[src/rtl/core/ucc_pkg.sv]
`timescale 1ns / 1ps
// Package for the UTF-8 case converter: result group type, kind codes and
// the byte-level case mapping functions. No dependencies.
package ucc_pkg;

  localparam logic [7:0] LEAD_MIN = 8'hc0;
  localparam logic [7:0] LEAD_E1  = 8'he1;
  localparam logic [7:0] LEAD_F0  = 8'hf0;
  localparam logic [7:0] F0_OSAGE = 8'h90;
  localparam logic [7:0] F0_ADLAM = 8'h9e;

  typedef logic [2:0] kind_t;
  localparam kind_t K_RAW   = 3'd0;
  localparam kind_t K_ASCII = 3'd1;
  localparam kind_t K_MAP2  = 3'd2;
  localparam kind_t K_MAP3  = 3'd3;
  localparam kind_t K_MAP4  = 3'd4;

  typedef struct packed {
    kind_t           kind;
    logic            up;
    logic            last;
    logic [1:0]      lidx;
    logic [3:0][7:0] bytes;
  } group_t;

  function automatic logic [15:0] up2(input logic [7:0] l, input logic [7:0] c);
    logic [7:0] ln;
    logic [7:0] cn;
    logic       o;
    begin
      ln = l; cn = c; o = c[0];
      case (l)
        8'hc3: if (c inside {[8'ha0:8'hbe]} && c != 8'hb7) cn = c - 8'h20;
        8'hc4: if ((c inside {[8'h80:8'hb7]} && o) || (c inside {[8'hb9:8'hbe]} && !o))
          cn = c - 8'h01;
        8'hc5: begin
          if (c == 8'h80) begin ln = 8'hc4; cn = 8'hbf; end
          else if ((c inside {[8'h82:8'h88]} && !o) || (c inside {[8'h8a:8'hb7]} && o) ||
                   (c inside {[8'hb9:8'hbe]} && !o)) cn = c - 8'h01;
        end
        8'hc6: if (c inside {8'h83, 8'h85, 8'h88, 8'h8c, 8'h92, 8'h99, 8'ha1, 8'ha3,
                             8'ha5, 8'ha8, 8'had, 8'hb0, 8'hb4, 8'hb6, 8'hb9, 8'hbd})
          cn = c - 8'h01;
        8'hc7: begin
          if (c inside {8'h86, 8'h89, 8'h8c, 8'hb3}) cn = c - 8'h02;
          else if (c inside {8'h85, 8'h88, 8'h8b, 8'hb2, 8'hb5, 8'hb9, 8'hbb, 8'hbd, 8'hbf})
            cn = c - 8'h01;
          else if ((c inside {[8'h8d:8'h9c]} && !o) || (c inside {[8'h9e:8'haf]} && o))
            cn = c - 8'h01;
        end
        8'hc8: if ((c inside {[8'h80:8'h9f]} && o) || (c inside {[8'ha2:8'hb3]} && o) ||
                   c == 8'hbc) cn = c - 8'h01;
        8'hcd: begin
          if (c inside {8'hb1, 8'hb3, 8'hb7}) cn = c - 8'h01;
          else if (c inside {[8'hbb:8'hbd]}) begin ln = 8'hcf; cn = c + 8'h02; end
        end
        8'hce: begin
          if (c == 8'hac) cn = 8'h86;
          else if (c inside {[8'had:8'haf]}) cn = c - 8'h25;
          else if (c inside {[8'hb1:8'hbf]}) cn = c - 8'h20;
        end
        8'hcf: begin
          if (c == 8'h97) cn = 8'h8f;
          else if (c == 8'h91) begin ln = 8'hce; cn = 8'h98; end
          else if ((c inside {[8'h98:8'haf]} && o) || c == 8'hb8 || c == 8'hbb) cn = c - 8'h01;
          else if (c == 8'hb2) cn = 8'hb9;
          else if (c == 8'h8c) ln = 8'hce;
          else if (c == 8'h8d || c == 8'h8e) begin ln = 8'hce; cn = c + 8'h01; end
          else if (c inside {[8'h80:8'h8b]} && c != 8'h82) begin ln = 8'hce; cn = c + 8'h20; end
          else if (c == 8'hb3) begin ln = 8'hcd; cn = 8'hbf; end
        end
        8'hd0: if (c inside {[8'hb0:8'hbf]}) cn = c - 8'h20;
        8'hd1: begin
          if (c inside {[8'h80:8'h8f]}) begin ln = 8'hd0; cn = c + 8'h20; end
          else if (c inside {[8'h90:8'h9f]}) begin ln = 8'hd0; cn = c - 8'h10; end
          else if (c inside {[8'ha0:8'hbf]} && o) cn = c - 8'h01;
        end
        8'hd2: begin
          if (c == 8'h81) cn = 8'h80;
          else if (c inside {[8'h8a:8'hbf]} && o) cn = c - 8'h01;
        end
        8'hd3: if ((c inside {[8'h81:8'h8e]} && !o) || (c inside {[8'h90:8'hbf]} && o))
          cn = c - 8'h01;
        8'hd4: if (c inside {[8'h80:8'haf]} && o) cn = c - 8'h01;
        8'hd5: begin
          if (c inside {[8'ha1:8'haf]}) begin ln = 8'hd4; cn = c + 8'h10; end
          else if (c inside {[8'hb0:8'hbf]}) cn = c - 8'h30;
        end
        8'hd6: if (c inside {[8'h80:8'h86]}) begin ln = 8'hd5; cn = c + 8'h10; end
        default: ;
      endcase
      return {ln, cn};
    end
  endfunction

  function automatic logic [15:0] lo2(input logic [7:0] l, input logic [7:0] c);
    logic [7:0] ln;
    logic [7:0] cn;
    logic [7:0] cp;
    logic       o;
    begin
      ln = l; cn = c; o = c[0]; cp = c + 8'h01;
      case (l)
        8'hc3: if (c inside {[8'h80:8'h9e]} && c != 8'h97) cn = c + 8'h20;
        8'hc4: begin
          if ((c inside {[8'h80:8'hb7]} && !o) || (c inside {[8'hb9:8'hbe]} && o)) cn = cp;
          else if (c == 8'hbf) begin ln = 8'hc5; cn = 8'h80; end
        end
        8'hc5: if ((c inside {[8'h81:8'h88]} && o) || (c inside {[8'h8a:8'hb7]} && !o) ||
                   (c inside {[8'hb9:8'hbe]} && o)) cn = cp;
        8'hc6: if (cp inside {8'h83, 8'h85, 8'h88, 8'h8c, 8'h92, 8'h99, 8'ha1, 8'ha3,
                              8'ha5, 8'ha8, 8'had, 8'hb0, 8'hb4, 8'hb6, 8'hb9, 8'hbd})
          cn = cp;
        8'hc7: begin
          if (c inside {8'h84, 8'h87, 8'h8a, 8'hb1}) cn = c + 8'h02;
          else if (c inside {8'h85, 8'h88, 8'h8b, 8'hb2, 8'hb4, 8'hb8, 8'hba, 8'hbc, 8'hbe})
            cn = cp;
          else if ((c inside {[8'h8d:8'h9c]} && o) || (c inside {[8'h9e:8'haf]} && !o))
            cn = cp;
        end
        8'hc8: if ((c inside {[8'h80:8'h9f]} && !o) || (c inside {[8'ha2:8'hb3]} && !o) ||
                   c == 8'hbb) cn = cp;
        8'hcd: begin
          if (c inside {8'hb0, 8'hb2, 8'hb6}) cn = cp;
          else if (c == 8'hbf) begin ln = 8'hcf; cn = 8'hb3; end
        end
        8'hce: begin
          if (c == 8'h86) cn = 8'hac;
          else if (c inside {[8'h88:8'h8a]}) cn = c + 8'h25;
          else if (c == 8'h8c) ln = 8'hcf;
          else if (c == 8'h8e || c == 8'h8f) begin ln = 8'hcf; cn = c - 8'h01; end
          else if (c inside {[8'h91:8'h9f]}) cn = c + 8'h20;
          else if (c inside {[8'ha0:8'hab]} && c != 8'ha2) begin ln = 8'hcf; cn = c - 8'h20; end
        end
        8'hcf: begin
          if (c == 8'h8f) cn = 8'h97;
          else if ((c inside {[8'h98:8'haf]} && !o) || c == 8'hb7 || c == 8'hba) cn = cp;
          else if (c == 8'hb9) cn = 8'hb2;
          else if (c inside {[8'hbd:8'hbf]}) begin ln = 8'hcd; cn = c - 8'h02; end
        end
        8'hd0: begin
          if (c inside {[8'h80:8'h8f]}) begin ln = 8'hd1; cn = c + 8'h10; end
          else if (c inside {[8'h90:8'h9f]}) cn = c + 8'h20;
          else if (c inside {[8'ha0:8'haf]}) begin ln = 8'hd1; cn = c - 8'h20; end
        end
        8'hd1: if (c inside {[8'ha0:8'hbf]} && !o) cn = cp;
        8'hd2: begin
          if (c == 8'h80) cn = 8'h81;
          else if (c inside {[8'h8a:8'hbf]} && !o) cn = cp;
        end
        8'hd3: if ((c inside {[8'h81:8'h8d]} && o) || (c inside {[8'h90:8'hbf]} && !o)) cn = cp;
        8'hd4: begin
          if (c inside {[8'h80:8'haf]} && !o) cn = cp;
          else if (c inside {[8'hb1:8'hbf]}) begin ln = 8'hd5; cn = c - 8'h10; end
        end
        8'hd5: begin
          if (c inside {[8'h80:8'h8f]}) cn = c + 8'h30;
          else if (c inside {[8'h90:8'h96]}) begin ln = 8'hd6; cn = c - 8'h10; end
        end
        default: ;
      endcase
      return {ln, cn};
    end
  endfunction

  function automatic logic [15:0] up3(input logic [7:0] s, input logic [7:0] c);
    logic [7:0] sn;
    logic [7:0] cn;
    begin
      sn = s; cn = c;
      case (s)
        8'h83: begin
          if (c inside {[8'h90:8'haf]}) begin sn = 8'h82; cn = c + 8'h10; end
          else if (c inside {[8'hb0:8'hb5], 8'hb7, 8'hbd}) cn = c - 8'h30;
        end
        8'hb8, 8'hb9, 8'hbb: if (c inside {[8'h80:8'hbf]} && c[0]) cn = c - 8'h01;
        8'hba: if (c inside {[8'h80:8'h95], [8'ha0:8'hbf]} && c[0]) cn = c - 8'h01;
        8'hbc, 8'hbd: if (c inside {[8'h80:8'hbf]} && !c[3]) cn = c + 8'h08;
        8'hbe: if (c inside {[8'h80:8'hb1]} && !c[3]) cn = c + 8'h08;
        8'hbf: if (c inside {[8'h80:8'h84], [8'h90:8'h93], [8'ha0:8'ha4]}) cn = c + 8'h08;
        default: ;
      endcase
      return {sn, cn};
    end
  endfunction

  function automatic logic [15:0] lo3(input logic [7:0] s, input logic [7:0] c);
    logic [7:0] sn;
    logic [7:0] cn;
    begin
      sn = s; cn = c;
      case (s)
        8'h82: if (c inside {[8'ha0:8'hbf]}) begin sn = 8'h83; cn = c - 8'h10; end
        8'h83: if (c inside {[8'h80:8'h85], 8'h87, 8'h8d}) cn = c + 8'h30;
        8'hb8, 8'hb9, 8'hbb: if (c inside {[8'h80:8'hbf]} && !c[0]) cn = c + 8'h01;
        8'hba: if (c inside {[8'h80:8'h95], [8'ha0:8'hbf]} && !c[0]) cn = c + 8'h01;
        8'hbc, 8'hbd: if (c inside {[8'h80:8'hbf]} && c[3]) cn = c - 8'h08;
        8'hbe: if (c inside {[8'h80:8'hb9]} && c[3]) cn = c - 8'h08;
        8'hbf: if (c inside {[8'h88:8'h8c], [8'h98:8'h9b], [8'ha8:8'hac]}) cn = c - 8'h08;
        default: ;
      endcase
      return {sn, cn};
    end
  endfunction

  function automatic logic [15:0] map4(input logic up, input logic [7:0] s,
                                       input logic [7:0] t, input logic [7:0] c);
    logic [7:0] tn;
    logic [7:0] cn;
    begin
      tn = t; cn = c;
      if (s == F0_OSAGE) begin
        if (up) begin
          if (t == 8'h93 && c inside {[8'h98:8'ha7]}) begin tn = 8'h92; cn = c + 8'h18; end
          else if (t == 8'h93 && c inside {[8'ha8:8'hbb]}) cn = c - 8'h28;
        end else begin
          if (t == 8'h92 && c inside {[8'hb0:8'hbf]}) begin tn = 8'h93; cn = c - 8'h18; end
          else if (t == 8'h93 && c inside {[8'h80:8'h93]}) cn = c + 8'h28;
        end
      end else if (s == F0_ADLAM) begin
        if (up) begin
          if (t == 8'ha4 && c inside {[8'ha2:8'hbf]}) cn = c - 8'h22;
          else if (t == 8'ha5 && c inside {[8'h80:8'h83]}) begin tn = 8'ha4; cn = c + 8'h1e; end
        end else begin
          if (t == 8'ha4 && c inside {[8'h80:8'h9d]}) cn = c + 8'h22;
          else if (t == 8'ha4 && c inside {[8'h9e:8'ha1]}) begin tn = 8'ha5; cn = c - 8'h1e; end
        end
      end
      return {tn, cn};
    end
  endfunction

  function automatic logic [3:0][7:0] map_group(input group_t g);
    logic [3:0][7:0] b;
    logic [15:0]     r;
    begin
      b = g.bytes;
      r = 16'h0000;
      case (g.kind)
        K_ASCII: begin
          if (g.up && b[0] inside {[8'h61:8'h7a]}) b[0] = b[0] - 8'h20;
          else if (!g.up && b[0] inside {[8'h41:8'h5a]}) b[0] = b[0] + 8'h20;
        end
        K_MAP2: begin
          r = g.up ? up2(b[0], b[1]) : lo2(b[0], b[1]);
          b[0] = r[15:8]; b[1] = r[7:0];
        end
        K_MAP3: begin
          r = g.up ? up3(b[1], b[2]) : lo3(b[1], b[2]);
          b[1] = r[15:8]; b[2] = r[7:0];
        end
        K_MAP4: begin
          r = map4(g.up, b[1], b[2], b[3]);
          b[2] = r[15:8]; b[3] = r[7:0];
        end
        default: ;
      endcase
      return b;
    end
  endfunction

endpackage

[src/rtl/core/ucc_front.sv]
`timescale 1ns / 1ps
// Front end: takes bytes, holds open sequences and classifies complete groups.
// Depends on ucc_pkg.
module ucc_front (
  input  logic            clk,
  input  logic            rst_n,
  input  logic            cfg_we,
  input  logic            cfg_wdata,
  input  logic            acc,
  input  logic [7:0]      in_byte,
  input  logic            in_last,
  output logic            enq,
  output ucc_pkg::group_t grp
);
  import ucc_pkg::*;

  localparam logic [2:0] P_IDLE = 3'd0;
  localparam logic [2:0] P_TWO  = 3'd1;
  localparam logic [2:0] P_E1   = 3'd2;
  localparam logic [2:0] P_E1S  = 3'd3;
  localparam logic [2:0] P_F0   = 3'd4;
  localparam logic [2:0] P_F0S  = 3'd5;
  localparam logic [2:0] P_F0T  = 3'd6;

  logic [7:0] held_r [3];
  logic [7:0] held_nxt [3];
  logic [1:0] cnt_r, cnt_nxt;
  logic [2:0] path_r, path_nxt;
  logic       stop_r, stop_nxt;
  logic       up_r;
  logic       fin;

  always_comb begin
    held_nxt = held_r;
    cnt_nxt  = cnt_r;
    path_nxt = path_r;
    stop_nxt = stop_r;
    enq      = 1'b0;
    fin      = 1'b0;
    for (int k = 0; k < 3; k++) begin
      grp.bytes[k] = (2'(k) < cnt_r) ? held_r[k] : in_byte;
    end
    grp.bytes[3] = in_byte;
    grp.lidx     = cnt_r;
    grp.last     = in_last;
    grp.up       = up_r;
    grp.kind     = K_RAW;
    if (acc) begin
      if (stop_r || path_r == P_IDLE) begin
        path_nxt = P_IDLE;
        cnt_nxt  = 2'd0;
        if (!stop_r && in_byte == 8'h00) begin
          // a zero that also ends the string leaves the next string live
          stop_nxt = !in_last;
          enq      = 1'b1;
        end else if (!stop_r && in_byte > LEAD_MIN && !in_last) begin
          // open a sequence; the lead picks its length
          held_nxt[0] = in_byte;
          cnt_nxt     = 2'd1;
          path_nxt    = (in_byte == LEAD_E1) ? P_E1 : (in_byte == LEAD_F0) ? P_F0 : P_TWO;
        end else begin
          enq = 1'b1;
          if (!stop_r) grp.kind = K_ASCII;
          if (in_last) stop_nxt = 1'b0;
        end
      end else begin
        case (path_r)
          P_TWO: begin grp.kind = K_MAP2; fin = 1'b1; end
          P_E1S: begin grp.kind = K_MAP3; fin = 1'b1; end
          P_F0S: fin = (held_r[1] != F0_OSAGE) && (held_r[1] != F0_ADLAM);
          P_F0T: begin grp.kind = K_MAP4; fin = 1'b1; end
          default: ;
        endcase
        if (in_last || cnt_r == 2'd3) fin = 1'b1;
        if (fin) begin
          enq      = 1'b1;
          path_nxt = P_IDLE;
          cnt_nxt  = 2'd0;
          if (in_last) stop_nxt = 1'b0;
        end else begin
          held_nxt[cnt_r] = in_byte;
          cnt_nxt         = cnt_r + 2'd1;
          path_nxt        = path_r + 3'd1;
        end
      end
    end
  end

  always_ff @(posedge clk) begin
    held_r <= held_nxt;
    if (!rst_n) begin
      cnt_r  <= 2'd0;
      path_r <= P_IDLE;
      stop_r <= 1'b0;
      up_r   <= 1'b1;
    end else begin
      cnt_r  <= cnt_nxt;
      path_r <= path_nxt;
      stop_r <= stop_nxt;
      if (cfg_we) up_r <= cfg_wdata;
    end
  end

  a_open_not_stopped: assert property (@(posedge clk) disable iff (!rst_n)
    path_r != P_IDLE |-> !stop_r) else $error("sequence open while stopped");
  a_idle_empty: assert property (@(posedge clk) disable iff (!rst_n)
    path_r == P_IDLE |-> cnt_r == 2'd0) else $error("held bytes without sequence");

endmodule

[src/rtl/core/ucc_queue.sv]
`timescale 1ns / 1ps
// Short group queue between front and back end.
// Depends on ucc_pkg.
module ucc_queue #(
  parameter int DEPTH = 4
) (
  input  logic            clk,
  input  logic            rst_n,
  input  logic            push,
  input  ucc_pkg::group_t wdata,
  output logic            full,
  input  logic            pop,
  output ucc_pkg::group_t rdata,
  output logic            empty
);
  import ucc_pkg::*;

  localparam int PW = (DEPTH > 1) ? $clog2(DEPTH) : 1;
  localparam int CW = $clog2(DEPTH + 1);

  group_t        mem_r [DEPTH];
  logic [PW-1:0] wptr_r, rptr_r;
  logic [CW-1:0] cnt_r;

  assign full  = (cnt_r == CW'(DEPTH));
  assign empty = (cnt_r == '0);
  assign rdata = mem_r[rptr_r];

  always_ff @(posedge clk) begin
    if (push && !full) mem_r[wptr_r] <= wdata;
  end

  always_ff @(posedge clk) begin
    if (!rst_n) begin
      wptr_r <= '0;
      rptr_r <= '0;
      cnt_r  <= '0;
    end else begin
      if (push && !full) wptr_r <= (wptr_r == PW'(DEPTH - 1)) ? '0 : wptr_r + 1'b1;
      if (pop && !empty) rptr_r <= (rptr_r == PW'(DEPTH - 1)) ? '0 : rptr_r + 1'b1;
      case ({push && !full, pop && !empty})
        2'b10:   cnt_r <= cnt_r + 1'b1;
        2'b01:   cnt_r <= cnt_r - 1'b1;
        default: ;
      endcase
    end
  end

  a_no_overflow: assert property (@(posedge clk) disable iff (!rst_n)
    cnt_r <= CW'(DEPTH)) else $error("queue count beyond depth");

endmodule

[src/rtl/core/ucc_back.sv]
`timescale 1ns / 1ps
// Back end: maps one group and hands its bytes out one per cycle while pop is high.
// Depends on ucc_pkg.
module ucc_back (
  input  logic            clk,
  input  logic            rst_n,
  input  logic            q_empty,
  input  ucc_pkg::group_t q_rdata,
  output logic            q_pop,
  input  logic            pop,
  output logic            empty,
  output logic [7:0]      out_byte,
  output logic            out_run_end,
  output logic            out_string_end
);
  import ucc_pkg::*;

  logic [3:0][7:0] bytes_r;
  logic [1:0]      lidx_r, idx_r;
  logic            last_r, valid_r;
  logic            done;

  assign done           = valid_r && pop && (idx_r == lidx_r);
  assign q_pop          = (!valid_r || done) && !q_empty;
  assign empty          = !valid_r;
  assign out_byte       = bytes_r[idx_r];
  assign out_run_end    = (idx_r == lidx_r);
  assign out_string_end = out_run_end && last_r;

  always_ff @(posedge clk) begin
    if (q_pop) begin
      bytes_r <= map_group(q_rdata);
      lidx_r  <= q_rdata.lidx;
      last_r  <= q_rdata.last;
    end
  end

  always_ff @(posedge clk) begin
    if (!rst_n) begin
      valid_r <= 1'b0;
      idx_r   <= 2'd0;
    end else if (q_pop) begin
      valid_r <= 1'b1;
      idx_r   <= 2'd0;
    end else if (done) begin
      valid_r <= 1'b0;
    end else if (pop && valid_r) begin
      idx_r <= idx_r + 2'd1;
    end
  end

endmodule

[src/rtl/core/utf8_case_converter.sv]
`timescale 1ns / 1ps
// UTF-8 case converter, top level. A byte that completes a group is written to
// the queue at the edge that takes it and is then loaded into the back register,
// from which its first result can be popped once the back end is free.
// Takes one input byte per cycle while full is low; groups leave one byte per pop.
// Reset (rst_n low, synchronous) empties queue and back end, closes any open
// sequence, clears the stop flag and sets the mode to uppercase.
// Depends on ucc_pkg, ucc_front, ucc_queue, ucc_back.
module utf8_case_converter #(
  parameter int QDEPTH = 4
) (
  input  logic       clk,
  input  logic       rst_n,
  input  logic       cfg_we,
  input  logic       cfg_wdata,
  input  logic       push,
  output logic       full,
  input  logic [7:0] in_byte,
  input  logic       in_last,
  input  logic       pop,
  output logic       empty,
  output logic [7:0] out_byte,
  output logic       out_run_end,
  output logic       out_string_end
);
  import ucc_pkg::*;

  logic   acc;
  logic   enq;
  group_t grp;
  group_t q_rdata;
  logic   q_empty;
  logic   q_pop;

  // take a request whenever the queue has room; the front never stalls otherwise
  assign acc = push && !full;

  // front: hold lead bytes until the sequence is complete, then tag the group
  ucc_front u_front (
    .clk       (clk),
    .rst_n     (rst_n),
    .cfg_we    (cfg_we),
    .cfg_wdata (cfg_wdata),
    .acc       (acc),
    .in_byte   (in_byte),
    .in_last   (in_last),
    .enq       (enq),
    .grp       (grp)
  );

  // decouple: front keeps taking bytes while the back end drains a long group
  ucc_queue #(.DEPTH(QDEPTH)) u_queue (
    .clk   (clk),
    .rst_n (rst_n),
    .push  (enq),
    .wdata (grp),
    .full  (full),
    .pop   (q_pop),
    .rdata (q_rdata),
    .empty (q_empty)
  );

  // back: rewrite the group and advance one byte per accepted pop
  ucc_back u_back (
    .clk            (clk),
    .rst_n          (rst_n),
    .q_empty        (q_empty),
    .q_rdata        (q_rdata),
    .q_pop          (q_pop),
    .pop            (pop),
    .empty          (empty),
    .out_byte       (out_byte),
    .out_run_end    (out_run_end),
    .out_string_end (out_string_end)
  );

  a_mid_group: assert property (@(posedge clk) disable iff (!rst_n)
    (pop && !empty && !out_run_end) |=> !empty)
    else $error("result group broken off");
  a_str_end: assert property (@(posedge clk) disable iff (!rst_n)
    (!empty && out_string_end) |-> out_run_end)
    else $error("string end off a group boundary");

endmodule

[config.mk]
export PLATFORM = sky130hd
export DESIGN_NAME = utf8_case_converter
export DESIGN_NICKNAME = d
export VERILOG_FILES = /design/src/rtl/core/ucc_pkg.sv /design/src/rtl/core/ucc_front.sv /design/src/rtl/core/ucc_queue.sv /design/src/rtl/core/ucc_back.sv /design/src/rtl/core/utf8_case_converter.sv
export SDC_FILE = /design/constraint.sdc
export NUM_CORES = 1
export LEC_CHECK = 0
export BUFFER_PORTS_ARGS = -buffer_cell sky130_fd_sc_hd__buf_2
export CAP_MARGIN = 0
export CORE_MARGIN = 1
export CORE_UTILIZATION = 25
export CTS_CLUSTER_DIAMETER = 30
export DETAILED_ROUTE_END_ITERATION = 6
export GPL_TIMING_DRIVEN = 0
export PLACE_DENSITY = 0.45
export SYNTH_ARGS = -nofsm -noshare
export SYNTH_HDL_FRONTEND = slang
export SYNTH_SLANG_ARGS = --single-unit
[constraint.sdc]
create_clock -name clk -period 14.3 [get_ports clk]
set_input_delay 2.145 -clock clk [delete_from_list [all_inputs] [get_ports clk]]
set_output_delay 2.145 -clock clk [all_outputs]
set_load 0.02 [all_outputs]
==> qor.csv <==
metric,value,unit
drt total wl,103000,um
area grow syn2layout,17.2,%
share of layout cells above drive strength 1,12.0,%
CP Data Required Time,14.44,ns
Max Clk Rate,110,MHz
Synth Flop Type,edfxtp_1,
Die W,273,um
Post-Synth Adder-Cell Area,4.12,%
largest net degree at the start of global routing,32,
RSZ-0062 raised after global routing,no,
PortBufs,26,
Rel. slew slack,-8.47,%
htree depth,2,
cell internal pwr,2540,uW
crit start category,flop,
Max Transition Viols Final,7,
largest family of logic cells by synthesized area,compound AO/OA/AOI/OAI gates,
final setup TNS,0,ns
WL/cell,32.9,um
setup bufs post-CTS,0,
post-cts repair resize count,0,
Peak VDD IR,117,uV
Routed Antenna Nets,0,
worst-case clock buffer depth,3,
sequential share of the synthesized area,37.2,%
post-synthesis xor/xnor area fraction,1.62,%
Placement Rows,99,
DIE AREA,74600,um^2
hold-fix buffer count after cts,0,
first-pass GRT wire length,142000,um
Crit path arrival time,9.27,ns
Syn Area/Cell,9.01,um^2
CTS tree,yes,
die height,273,um
part of the power in registers,17.6,%
final setup fails,0,
Yosys warning total,0,
top layer in use,met4,
fin nets,2196,
Comb power frac,60.7,%
CP Cell Sequence,buf_2 -> buf_2 -> buf_6 -> mux2_2 -> inv_1 -> buf_2 -> buf_1 -> ha_1 -> clkbuf_1 -> nand2b_1 -> o22ai_1 -> clkbuf_1 -> nand4_1 -> o211ai_1 -> nor3_1 -> o21ai_0 -> nand2_1 -> a2111oi_0 -> a211o_1 -> nand3_1 -> o41ai_1 -> o21ai_0,
Num CTS Buffers,46,
initial antenna violation count,2,
"Net Count, Synth",2115,
Yosys reg bits,234,
Mapped Area,18400,um^2
vias in the first global route,18100,
clk_lat worst skew,0.58,ns
Clock transition at path regs,0.05,ns
Crit. End Element,flop,
DRC violations left,0,
post-synthesis async set-or-reset flop share,0,%
worst setup margin,5.18,ns
HP Start,u_queue.cnt_r[2],
number of synthesized flops with an enable pin,215,
root cell of the clock tree,clkbuf_16,
Hold Fails Final Rpt,0,
Initial Utilization,25.2,%
CP peak stage delay,1.09,ns
Leak,0.00713,uW
Core ar.,72800,um^2
Metal-1 WL,44800,um
proportion of synthesized area in mux cells,9.00,%
GP Congestion,1.05,
"slowest stage cell, crit path",buf_1,
io pins,27,
Met2 Wirelength,43800,um
vias per cell,6.08,
NetSw,2820,uW
met3 WL post-DR,8400,um
DPL Wire Length,78900,um
Post-Route Skew,0.0332,ns
TritonCTS Sinks,234,
via count,19000,
Worst Hold Class,reg -> reg,
Worst-Margin Slew,1.63,ns
Clk pwr share,21.6,%
Synth Area in Compound Gates,22.9,%
failing checks,"capacitance limit, slew limit",
# Max-Cap Violations,1,
GRT overflow,0,
Pre-antenna DRT Iters,6,
Cells after Synth,2040,
min cycle time layout,9.12,ns
Tcrit/Tclk final,63.8,%
Initial DRC Count,2465,
PD cells,249,nW/um^2
Post-Synth Simple-Gate Area,21.0,%
status,finished with violations,
Crit path buffers/inverters,8,
Switching Share,52.6,%
fillcell total,7740,
Unique masters post-synth,98,
CP max FO,13,
"CP delay by family, top",buffers and inverters,
dpl ws,5.80,ns
WS Path Type,reg -> reg,
Most common cell on crit path,buf_2,
global-route usage over all layers,27.0,%
==> registers in the layout, summed over array words and instances, names as in the netlist, 2 cells and up, named ones only <==
signal          flops
u_front.held_r      8
u_back.bytes_r     32
u_queue.rptr_r      2
u_queue.wptr_r      2
u_queue.mem_r     156
u_back.idx_r        2
u_queue.cnt_r       3
u_back.lidx_r       2
u_front.path_r      3
u_front.cnt_r       2
==> worst paths after layout <==
path / slack [ns] / cells after the start / endpoint
min reg2reg: 0.53 / 2 / u_queue.cnt_r[2]
max reg2reg: 5.18 / 22 / u_back.bytes_r[11]
max: 5.18 / 22 / u_back.bytes_r[11]
min: 0.53 / 2 / u_queue.cnt_r[2]
==> cell families after synthesis <==
kind of cell             count (synthesis)
adder cells (fa/ha/maj)                 60
AND/OR/NAND/NOR                        784
XOR/XNOR                                34
flip-flops                             234
AO/OA/AOI/OAI                          647
multiplexers                           106
buffers and inverters                  175
==> Yosys cell counts (all sizes together) (34+ instances only) <==
cell type  instances  share of area, %
nand2b            34               1.2
nand3             86               2.4
edfxtp           215                35
a21oi            158               4.3
nor2             165               3.4
ha                59               4.0
nand2            218               4.5
mux2              37               2.3
buf               37               1.3
nor3              64               1.8
clkbuf            90               1.8
nor2b             36               1.2
inv               47              0.96
mux4              41               5.1
and3              39               1.3
a31oi             55               2.0
o21ai            163               4.4
==> layer usage <==
metal  track usage [%]  up-vias
li1                  -     8072
met1              37.1     9568
met2              40.1     1091
met3              5.38      246
met4              13.4        0
met5                 0        -
==> power by group through the flow <==
stage | clock (uW) | combinational, uW | sequential (uW)
4_1_cts | 1180 | 3110 | 948
6_report | 1160 | 3260 | 946
3_3_place_gp | 0 | 3110 | 964
2_1_floorplan | 0 | 1800 | 947
3_5_place_dp | 0 | 3090 | 960
5_1_grt | 1220 | 3350 | 958
==> through the flow <==
step	hold WS, ns	cells	util [%]	total power [uW]	cell area, um^2
after global routing	0.581	3117	29.6	5520	21500
after global placement	0.499	3025	27.1	4070	19700
after CTS	0.537	3117	29.6	5240	21500
final	0.530	3120	29.6	5360	21600
after detailed placement	0.534	3032	27.3	4050	19900
after floorplan	0.459	2040	-	2750	18400
==> cell type report <==
cell class | instances | area [um^2] | area share (%)
Clock buffer | 55 | 1230 | 5.69
Inverter | 48 | 180 | 0.836
Antenna cell | 3 | 7.51 | 0.0348
Sequential cell | 234 | 6840 | 31.7
Tap cell | 959 | 1200 | 5.57
Buffer | 127 | 578 | 2.68
Multi-Input combinational cell | 1631 | 10800 | 50.2
Clock inverter | 30 | 465 | 2.16
Timing Repair Buffer | 33 | 243 | 1.13
==> tightest hold or removal path, cell delays in order, from the launching register on <==
cell      delay (ns)
dfxtp_1         0.32
o21ai_0         0.07
a21boi_0        0.08
==> cell usage in the layout (no fill, tap or decap), types with 29 or more instances in the layout <==
master | synthesis | routed
inv_1 | 44 | 44
clkbuf_16 | 0 | 47
nand4_1 | 30 | 30
nor3_1 | 63 | 63
nand2_1 | 218 | 218
nor2_1 | 164 | 164
nand3_1 | 85 | 85
xnor2_1 | 29 | 29
a21oi_1 | 158 | 157
nand2b_1 | 34 | 34
edfxtp_1 | 215 | 215
mux4_2 | 37 | 37
buf_2 | 20 | 47
a31oi_1 | 53 | 53
mux2_2 | 37 | 37
ha_1 | 59 | 59
nor2b_1 | 36 | 36
o21ai_0 | 157 | 157
and3_1 | 39 | 39
clkbuf_1 | 89 | 94
No activity file was read; power rests on OpenSTA's default activity.
